`src/batk_pkg.sv`:
```
package batk_pkg;

  localparam int MAX_ENTRIES = 64;
  localparam int ID_BITS     = 24;
  localparam int ADDR_W      = $clog2(MAX_ENTRIES);
  localparam int CNT_W       = $clog2(MAX_ENTRIES + 1);
  localparam int RATE_W      = 16;
  localparam int SCORE_W     = RATE_W + 1;
  localparam int LEN_W       = 16;
  localparam int SLOT_W      = 6;
  localparam int OP_W        = 2;
  localparam int STAT_W      = 3;

  localparam int IN_ID_LSB    = 0;
  localparam int IN_INDEL_LSB = IN_ID_LSB + ID_BITS;
  localparam int IN_MIS_LSB   = IN_INDEL_LSB + RATE_W;
  localparam int IN_LEN_LSB   = IN_MIS_LSB + RATE_W;
  localparam int IN_SLOT_LSB  = IN_LEN_LSB + LEN_W;
  localparam int IN_FIELDS_W  = IN_SLOT_LSB + SLOT_W;
  localparam int IN_TDATA_W   = ((IN_FIELDS_W + 7) / 8) * 8;

  localparam int OUT_SLOT_LSB  = 0;
  localparam int OUT_ID_LSB    = OUT_SLOT_LSB + SLOT_W;
  localparam int OUT_SCORE_LSB = OUT_ID_LSB + ID_BITS;
  localparam int OUT_LEN_LSB   = OUT_SCORE_LSB + SCORE_W;
  localparam int OUT_CNT_LSB   = OUT_LEN_LSB + LEN_W;
  localparam int OUT_FIELDS_W  = OUT_CNT_LSB + CNT_W;
  localparam int OUT_TDATA_W   = ((OUT_FIELDS_W + 7) / 8) * 8;

  typedef enum logic [OP_W-1:0] {
    OP_INSERT = 2'd0,
    OP_READ   = 2'd1,
    OP_CLEAR  = 2'd2
  } op_e;

  typedef enum logic [STAT_W-1:0] {
    STAT_APPENDED  = 3'd0,
    STAT_REPLACED  = 3'd1,
    STAT_DISCARDED = 3'd2,
    STAT_FULL      = 3'd3,
    STAT_READ_OK   = 3'd4,
    STAT_CLEARED   = 3'd5,
    STAT_BAD_SLOT  = 3'd6
  } status_e;

  typedef struct packed {
    logic [ID_BITS-1:0] id;
    logic [SCORE_W-1:0] score;
    logic [LEN_W-1:0]   len;
  } entry_t;

  localparam int ENTRY_W = $bits(entry_t);

endpackage

```
`src/best_alignment_per_key_table_unit.sv`:
```
// Best-record-per-id alignment table.
// Input stream: tuser carries the operation (insert, read slot, clear); tdata
// carries query id, indel rate, mismatch rate, length and read slot.
// Output stream: one result per insert, read or clear; tuser is the status,
// tdata the slot, stored id, score, length and entry count. Operation code 3
// is dropped without a result.
// Config channel: one bit, append-only mode, written whenever valid is high.
// One item is in flight at a time. Its result is first set in a holding
// register and then loaded into the output register from the emit state. A
// slot read and an insert settled at the last entry first wait for one table
// RAM read; an insert that scans reads the last entry, then up to 64 entries
// from slot 0 on, one table RAM read per cycle. A new item is taken only after
// the result is loaded, so items never overlap in the block.
// While the output register still holds an unaccepted result, a finished
// result waits in the block and no new item is taken.
// Reset empties the table (entry count and largest id go to zero, mode to
// append-off); RAM contents are not cleared.
module best_alignment_per_key_table_unit (
  input  logic                            clk_i,
  input  logic                            rst_ni,
  input  logic                            s_axis_tvalid,
  output logic                            s_axis_tready,
  // id, indel_rate, mismatch_rate, align_length, read_slot
  input  logic [batk_pkg::IN_TDATA_W-1:0] s_axis_tdata,
  // operation
  input  logic [batk_pkg::OP_W-1:0]       s_axis_tuser,
  output logic                            m_axis_tvalid,
  input  logic                            m_axis_tready,
  // slot, out_query_id, out_score, out_length, entry_count
  output logic [batk_pkg::OUT_TDATA_W-1:0] m_axis_tdata,
  // status
  output logic [batk_pkg::STAT_W-1:0]     m_axis_tuser,
  input  logic                            cfg_valid_i,
  output logic                            cfg_ready_o,
  input  logic                            cfg_data_i
);
  import batk_pkg::*;

  typedef enum logic [2:0] {
    ST_IDLE,
    ST_LAST,
    ST_SCAN,
    ST_READ,
    ST_EMIT
  } state_e;

  typedef struct packed {
    status_e           status;
    logic [SLOT_W-1:0] slot;
    entry_t            rec;
    logic [CNT_W-1:0]  count;
  } result_t;

  state_e             state_q, state_d;
  logic [CNT_W-1:0]   total_q, total_d;
  logic [ID_BITS-1:0] largest_q, largest_d;
  logic               mode_q;
  entry_t             item_q, item_d;
  logic [ADDR_W-1:0]  scan_q, scan_d;
  result_t            res_q, res_d;
  result_t            out_q;
  logic               m_valid_q;

  entry_t             in_rec, rec_cur, rd_ent;
  op_e                in_op;
  logic [SLOT_W-1:0]  in_slot;
  logic               accept, load_out;
  logic               do_append, set_largest, do_resolve, keep;
  logic [ADDR_W-1:0]  res_slot;

  logic               rd_en, wr_en;
  logic [ADDR_W-1:0]  rd_addr, wr_addr;
  logic [ENTRY_W-1:0] rd_data;

  assign in_op        = op_e'(s_axis_tuser);
  assign in_slot      = s_axis_tdata[IN_SLOT_LSB +: SLOT_W];
  assign in_rec.id    = s_axis_tdata[IN_ID_LSB +: ID_BITS];
  assign in_rec.score = SCORE_W'(s_axis_tdata[IN_INDEL_LSB +: RATE_W])
                      + SCORE_W'(s_axis_tdata[IN_MIS_LSB +: RATE_W]);
  assign in_rec.len   = s_axis_tdata[IN_LEN_LSB +: LEN_W];

  assign s_axis_tready = (state_q == ST_IDLE);
  assign accept        = s_axis_tvalid && s_axis_tready;
  assign rec_cur       = (state_q == ST_IDLE) ? in_rec : item_q;
  assign rd_ent        = entry_t'(rd_data);
  assign keep          = (rd_ent.score < item_q.score) ||
                         ((rd_ent.score == item_q.score) && (rd_ent.len >= item_q.len));
  assign cfg_ready_o   = 1'b1;

  always_comb begin
    state_d     = state_q;
    total_d     = total_q;
    largest_d   = largest_q;
    item_d      = item_q;
    scan_d      = scan_q;
    res_d       = res_q;
    rd_en       = 1'b0;
    rd_addr     = '0;
    wr_en       = 1'b0;
    wr_addr     = '0;
    do_append   = 1'b0;
    set_largest = 1'b0;
    do_resolve  = 1'b0;
    res_slot    = '0;
    load_out    = 1'b0;

    unique case (state_q)
      ST_IDLE: begin
        if (accept) begin
          unique case (in_op)
            OP_INSERT: begin
              item_d = in_rec;
              if (mode_q || (total_q == '0)) begin
                do_append   = 1'b1;
                set_largest = !mode_q;
              end else begin
                rd_en   = 1'b1;
                rd_addr = ADDR_W'(total_q - CNT_W'(1));
                state_d = ST_LAST;
              end
            end
            OP_READ: begin
              if (CNT_W'(in_slot) < total_q) begin
                rd_en   = 1'b1;
                rd_addr = ADDR_W'(in_slot);
                scan_d  = ADDR_W'(in_slot);
                state_d = ST_READ;
              end else begin
                res_d.status = STAT_BAD_SLOT;
                res_d.slot   = in_slot;
                res_d.rec    = '0;
                res_d.count  = total_q;
                state_d      = ST_EMIT;
              end
            end
            OP_CLEAR: begin
              total_d      = '0;
              res_d.status = STAT_CLEARED;
              res_d.slot   = '0;
              res_d.rec    = '0;
              res_d.count  = '0;
              state_d      = ST_EMIT;
            end
            default: ;
          endcase
        end
      end
      ST_LAST: begin
        if (rd_ent.id == item_q.id) begin
          do_resolve = 1'b1;
          res_slot   = ADDR_W'(total_q - CNT_W'(1));
        end else if (largest_q >= item_q.id) begin
          rd_en   = 1'b1;
          rd_addr = '0;
          scan_d  = '0;
          state_d = ST_SCAN;
        end else begin
          do_append   = 1'b1;
          set_largest = 1'b1;
        end
      end
      ST_SCAN: begin
        if (rd_ent.id > item_q.id) begin
          do_append = 1'b1;
        end else if (rd_ent.id == item_q.id) begin
          do_resolve = 1'b1;
          res_slot   = scan_q;
        end else if ((CNT_W'(scan_q) + CNT_W'(1)) >= total_q) begin
          do_append = 1'b1;
        end else begin
          rd_en   = 1'b1;
          rd_addr = scan_q + ADDR_W'(1);
          scan_d  = scan_q + ADDR_W'(1);
        end
      end
      ST_READ: begin
        res_d.status = STAT_READ_OK;
        res_d.slot   = SLOT_W'(scan_q);
        res_d.rec    = rd_ent;
        res_d.count  = total_q;
        state_d      = ST_EMIT;
      end
      ST_EMIT: begin
        if (!m_valid_q || m_axis_tready) begin
          load_out = 1'b1;
          state_d  = ST_IDLE;
        end
      end
      default: state_d = ST_IDLE;
    endcase

    if (do_append) begin
      state_d = ST_EMIT;
      if (total_q >= CNT_W'(MAX_ENTRIES)) begin
        res_d.status = STAT_FULL;
        res_d.slot   = '0;
        res_d.rec    = '0;
        res_d.count  = total_q;
      end else begin
        wr_en        = 1'b1;
        wr_addr      = ADDR_W'(total_q);
        total_d      = total_q + CNT_W'(1);
        if (set_largest) begin
          largest_d = rec_cur.id;
        end
        res_d.status = STAT_APPENDED;
        res_d.slot   = SLOT_W'(total_q);
        res_d.rec    = rec_cur;
        res_d.count  = total_q + CNT_W'(1);
      end
    end

    if (do_resolve) begin
      state_d     = ST_EMIT;
      res_d.slot  = SLOT_W'(res_slot);
      res_d.count = total_q;
      if (keep) begin
        res_d.status = STAT_DISCARDED;
        res_d.rec    = rd_ent;
      end else begin
        wr_en        = 1'b1;
        wr_addr      = res_slot;
        res_d.status = STAT_REPLACED;
        res_d.rec    = item_q;
      end
    end
  end

  always_ff @(posedge clk_i or negedge rst_ni) begin
    if (!rst_ni) begin
      state_q   <= ST_IDLE;
      total_q   <= '0;
      largest_q <= '0;
      mode_q    <= 1'b0;
      item_q    <= '0;
      scan_q    <= '0;
      res_q     <= '0;
      out_q     <= '0;
      m_valid_q <= 1'b0;
    end else begin
      state_q   <= state_d;
      total_q   <= total_d;
      largest_q <= largest_d;
      item_q    <= item_d;
      scan_q    <= scan_d;
      res_q     <= res_d;
      if (cfg_valid_i) begin
        mode_q <= cfg_data_i;
      end
      if (load_out) begin
        out_q     <= res_q;
        m_valid_q <= 1'b1;
      end else if (m_axis_tready) begin
        m_valid_q <= 1'b0;
      end
    end
  end

  batk_ram #(
    .DEPTH(MAX_ENTRIES),
    .WIDTH(ENTRY_W)
  ) u_ram (
    .clk_i     (clk_i),
    .wr_en_i   (wr_en),
    .wr_addr_i (wr_addr),
    .wr_data_i (ENTRY_W'(rec_cur)),
    .rd_en_i   (rd_en),
    .rd_addr_i (rd_addr),
    .rd_data_o (rd_data)
  );

  assign m_axis_tvalid = m_valid_q;
  assign m_axis_tuser  = out_q.status;
  assign m_axis_tdata  = OUT_TDATA_W'({out_q.count, out_q.rec.len, out_q.rec.score,
                                       out_q.rec.id, out_q.slot});

endmodule

```
`src/batk_ram.sv`:
```
module batk_ram #(
  parameter int DEPTH = 64,
  parameter int WIDTH = 57
) (
  input  logic                     clk_i,
  input  logic                     wr_en_i,
  input  logic [$clog2(DEPTH)-1:0] wr_addr_i,
  input  logic [WIDTH-1:0]         wr_data_i,
  input  logic                     rd_en_i,
  input  logic [$clog2(DEPTH)-1:0] rd_addr_i,
  output logic [WIDTH-1:0]         rd_data_o
);

  logic [WIDTH-1:0] mem [DEPTH];

  always_ff @(posedge clk_i) begin
    if (wr_en_i) begin
      mem[wr_addr_i] <= wr_data_i;
    end
  end

  always_ff @(posedge clk_i) begin
    if (rd_en_i) begin
      rd_data_o <= mem[rd_addr_i];
    end
  end

endmodule

```
`config.mk`:
```
export PLATFORM = sky130hd
export DESIGN_NAME = best_alignment_per_key_table_unit
export DESIGN_NICKNAME = d
export VERILOG_FILES = /design/src/batk_pkg.sv /design/src/best_alignment_per_key_table_unit.sv /design/src/batk_ram.sv
export SDC_FILE = /design/constraint.sdc
export NUM_CORES = 2
export LEC_CHECK = 0
export ABC_AREA = 1
export ABC_CLOCK_PERIOD_IN_PS = 14190
export BUFFER_PORTS_ARGS = -buffer_cell sky130_fd_sc_hd__buf_2
export CORE_MARGIN = 3
export CORE_UTILIZATION = 40
export CTS_CLUSTER_DIAMETER = 100
export DETAILED_ROUTE_END_ITERATION = 12
export GPL_TIMING_DRIVEN = 0
export PLACE_DENSITY = 0.51
export SLEW_MARGIN = 20
export SYNTH_ARGS = -nofsm -noshare
export SYNTH_HDL_FRONTEND = slang
export SYNTH_HIERARCHICAL = 1
export SYNTH_SLANG_ARGS = --single-unit
```
`constraint.sdc`:
```
create_clock -name clk_i -period 14.19 [get_ports clk_i]
set_input_delay 3.5475 -clock clk_i [delete_from_list [all_inputs] [get_ports clk_i]]
set_output_delay 3.5475 -clock clk_i [all_outputs]
set_load 0.02 [all_outputs]
```
==> flow_summary.json <==
{
  "status": "finished, violations left",
  "violations": "antenna violations",
  "synth_seq_cells": 3950,
  "final_common_cell": "nand2_1",
  "critical_path_buf_inv_count": 6,
  "cts_tree": "yes",
  "p_leak_nw": 71.2,
  "ctsHtreeMaxLevel": 5,
  "p_sw_share_pct": 38.6,
  "hold_viol": 0,
  "rsz0062_at_grt": "no",
  "vias": 122715,
  "postCtsResizedCells": 0,
  "power_density_nw_per_um2": 209,
  "pin_count": 166,
  "post-route-util_pct": 47.8,
  "crit_type": "input port to flip-flop",
  "ir_drop_mv": 0.236,
  "gp_congestion": 1.03,
  "syn_area_sq_um": 164000,
  "drtIter0Drc": 19487,
  "synth_cells": 14150,
  "synth_xor_area_share_pct": 0.0749,
  "synthMuxAreaShare_pct": 0.447,
  "via_per_inst": 5.86,
  "synth_top_area_share_pct": 68.0,
  "reg2reg_slack_ns": 5.70,
  "post_dp_cell_area_sq_um": 181000,
  "die-height_um": 646,
  "synth-adder-area-share_pct": 0.899,
  "dr.pass1.iters": 6,
  "yosysWarnings": 6,
  "fmax_mhz": 109,
  "crit_fanout": 11,
  "power_switching_mw": 15.7,
  "instances_no_fill": 20939,
  "synth_top_cell_by_area": "edfxtp_1",
  "numPortBuffers": 160,
  "antenna_found_initial": 81,
  "dieWidth_um": 646,
  "pwr-share-clk_pct": 27.0,
  "synth-simple-area-share_pct": 22.3,
  "synth_compound_area_share_pct": 1.29,
  "grt_max_degree": 92,
  "grt_first_pass_wirelength_mm": 959,
  "skew_ns": 0.0530,
  "grt-ovfl-total": 0,
  "synth_edf_count": 3705,
  "crit_top_cell": "nand3_1",
  "cts.path.max_buffers": 4,
  "layout_common_cells": "nand2_1, edfxtp_1, nand3_1, buf_2, clkbuf_16",
  "clkTransAtPathRegs_ns": 0.06,
  "setup-violations-final": 0,
  "critical_path.cell_chain": "buf_2, ha_1, a21o_1, a22oi_1, nand3_1, inv_1, a22oi_1, o22ai_1, buf_2, clkinv_1, buf_2, clkbuf_1, nand3_1, nand3_1, nand3_1, nand2_1, nand2_1, nand2_1",
  "grt.total_usage_pct": 33.7,
  "nets": 15320,
  "maxCapViolations": 0,
  "p_comb_share_pct": 33.4,
  "fillers": 36610,
  "finalCritPeriodShare_pct": 64.7,
  "yosysUniqueCellTypes": 56,
  "syn_avg_cell_area_sq_um": 11.6,
  "drv_slew": 0,
  "p_seq_share_pct": 39.5,
  "cts.sinks": 3950,
  "worstSkewPairLatency_ns": 1.03,
  "synth_top_family_by_area": "simple AND/OR/NAND/NOR gates",
  "final_layout_size_suffix_gt1_share_pct": 12.9,
  "ys_seq_area_share_pct": 71.7,
  "cp_slowest_cell": "o22ai_1",
  "die-area_sq_um": 417000,
  "cts_setup_buffers": 0,
  "wl_per_cell_um": 34.3,
  "cts_buffers": 423,
  "critPathMaxStageDelay_ns": 0.62,
  "regArea_sq_um": 117000,
  "max_slew_margin_pct": 13.0,
  "worst_setup_path_end_kind": "flip-flop",
  "multi_input_area_sq_um": 41500,
  "ant_nets": 1,
  "hold_buffers": 0,
  "tightest_slew_ns": 1.30,
  "wl_mm": 719,
  "grt_pass1_vias": 110886,
  "start_kind": "input port",
  "area_growth_pct": 18.8,
  "core_area_sq_um": 407000,
  "worstPathRequired_ns": 14.84,
  "drc_errors": 0,
  "dp.cells": 20118,
  "synth_area_leaders": "edfxtp_1, nand3_1, nand2_1, dfrtp_1, buf_2",
  "rows": 234,
  "start_util_pct": 40.2,
  "fin_hold_ws_ns": 0.467,
  "hp-class": "flip-flop to flip-flop",
  "dpl.hpwl_mm": 518,
  "crit_family": "simple AND/OR/NAND/NOR gates",
  "synthFlopType": "edfxtp_1",
  "async_flop_share_pct": 6.20,
  "root_buffer": "clkbuf_16",
  "fin_area_sq_um": 194000,
  "internal_power_mw": 25.0,
  "min_period_ns": 9.18,
  "critical_path_arrival_ns": 9.83
}
==> area by class of cell <==
type | instances | share of cell area [%]
sequential | 3950 | 60.4
tap | 5428 | 3.50
timing repair buffer | 539 | 4.90
buffer | 894 | 2.29
clock buffer | 523 | 5.81
clock inverter | 241 | 1.11
multi-input combinational | 9065 | 21.4
inverter | 242 | 0.533
antenna | 57 | 0.0734
==> through the flow <==
step                setup TNS, ns  worst slack, ns  power (mW)
CTS                             0             5.69        40.3
floorplan                       0             5.63        22.0
finish                          0             5.01        40.7
global placement         -1313.38            -1.36        28.8
global route                    0             5.11        41.6
detailed placement              0             4.63        29.4
==> cells in the mapped netlist, drive strengths merged, types with 2 or more instances <==
cell type	n
nand2	4680
edfxtp	3705
nand3	3550
buf	699
o21ai	247
dfrtp	245
inv	239
nor2	199
clkbuf	195
ha	116
a21oi	115
mux2	65
nand4	16
nor3	12
o31ai	9
a22oi	7
o22ai	7
xnor2	7
xor2	7
a21o	6
clkinv	3
and2	2
conb	2
o21a	2
o21bai	2
==> sequential cells by signal (all words and copies together), names as in the netlist, 3 cells and up <==
name / flops
item_q: 57
largest_q: 24
m_axis_tdata: 70
m_axis_tuser: 3
res_q: 73
scan_q: 6
state_q: 3
total_q: 7
u_ram/mem: 3648
u_ram/rd_data_o: 57
==> per-layer routing <==
layer	global-route usage (%)	up-vias	wire length (um)	part of all wire [%]
li1	-	51959	-	-
met1	44.6	61253	273000	38
met2	49.9	7930	309000	43
met3	9.28	1553	87000	12
met4	19.4	20	49900	6.9
met5	0	-	134	0.019
==> power by group through the flow <==
stage                     clock network (mW)  logic, mW  registers (mW)
after floorplan                            0       5.46            16.5
after global placement                     0       11.8            17.0
after detailed placement                   0       13.1            16.3
after CTS                               11.1       13.1            16.1
after global routing                    11.5       14.0            16.1
final                                   11.0       13.6            16.1
==> cell families (layout without fill, tap and decap cells) <==
logic type                 Yosys count  after routing
xor gates and xnor gates            14             14
DFF                               3950           3950
and+or+nand+nor                   8465           8465
AOI/OAI and AO/OA                  401            401
other                                2             60
muxes                               65             65
buffers and inverters             1136           2439
adders and majority gates          117            117
==> worst reg2reg max path: stages (launching register included) <==
cell and delay [ns]:
dfrtp_1 0.46, inv_1 0.12, clkbuf_1 0.54, clkbuf_1 0.57, ha_1 0.36, nand2_1 0.09
nor2_1 0.06, nand4_1 0.07, nand4_1 0.33, or3_1 0.51, clkbuf_1 0.23, o22ai_1 0.95
clkbuf_2 0.39, buf_2 0.27, buf_2 0.50, buf_2 0.73, nand3_1 0.19, nand3_1 0.10
nand3_1 0.14, nand3_1 0.48, nand2_1 0.37, nand2_1 0.43, nand2_1 0.28
==> path summary, 6_finish.rpt <==
check,depth (start not counted),from,to
setup / recovery,18,s_axis_tdata[76],u_ram/rd_data_o[47]
hold / removal,2,res_q[24],res_q[24]
setup reg to reg,22,total_q[6],u_ram/rd_data_o[34]
hold reg to reg,2,res_q[24],res_q[24]
max in group asynchronous,3,rst_ni,item_q[46]
min in group asynchronous,1,rst_ni,m_axis_tdata[51]
(Power assumes the default switching activity.)
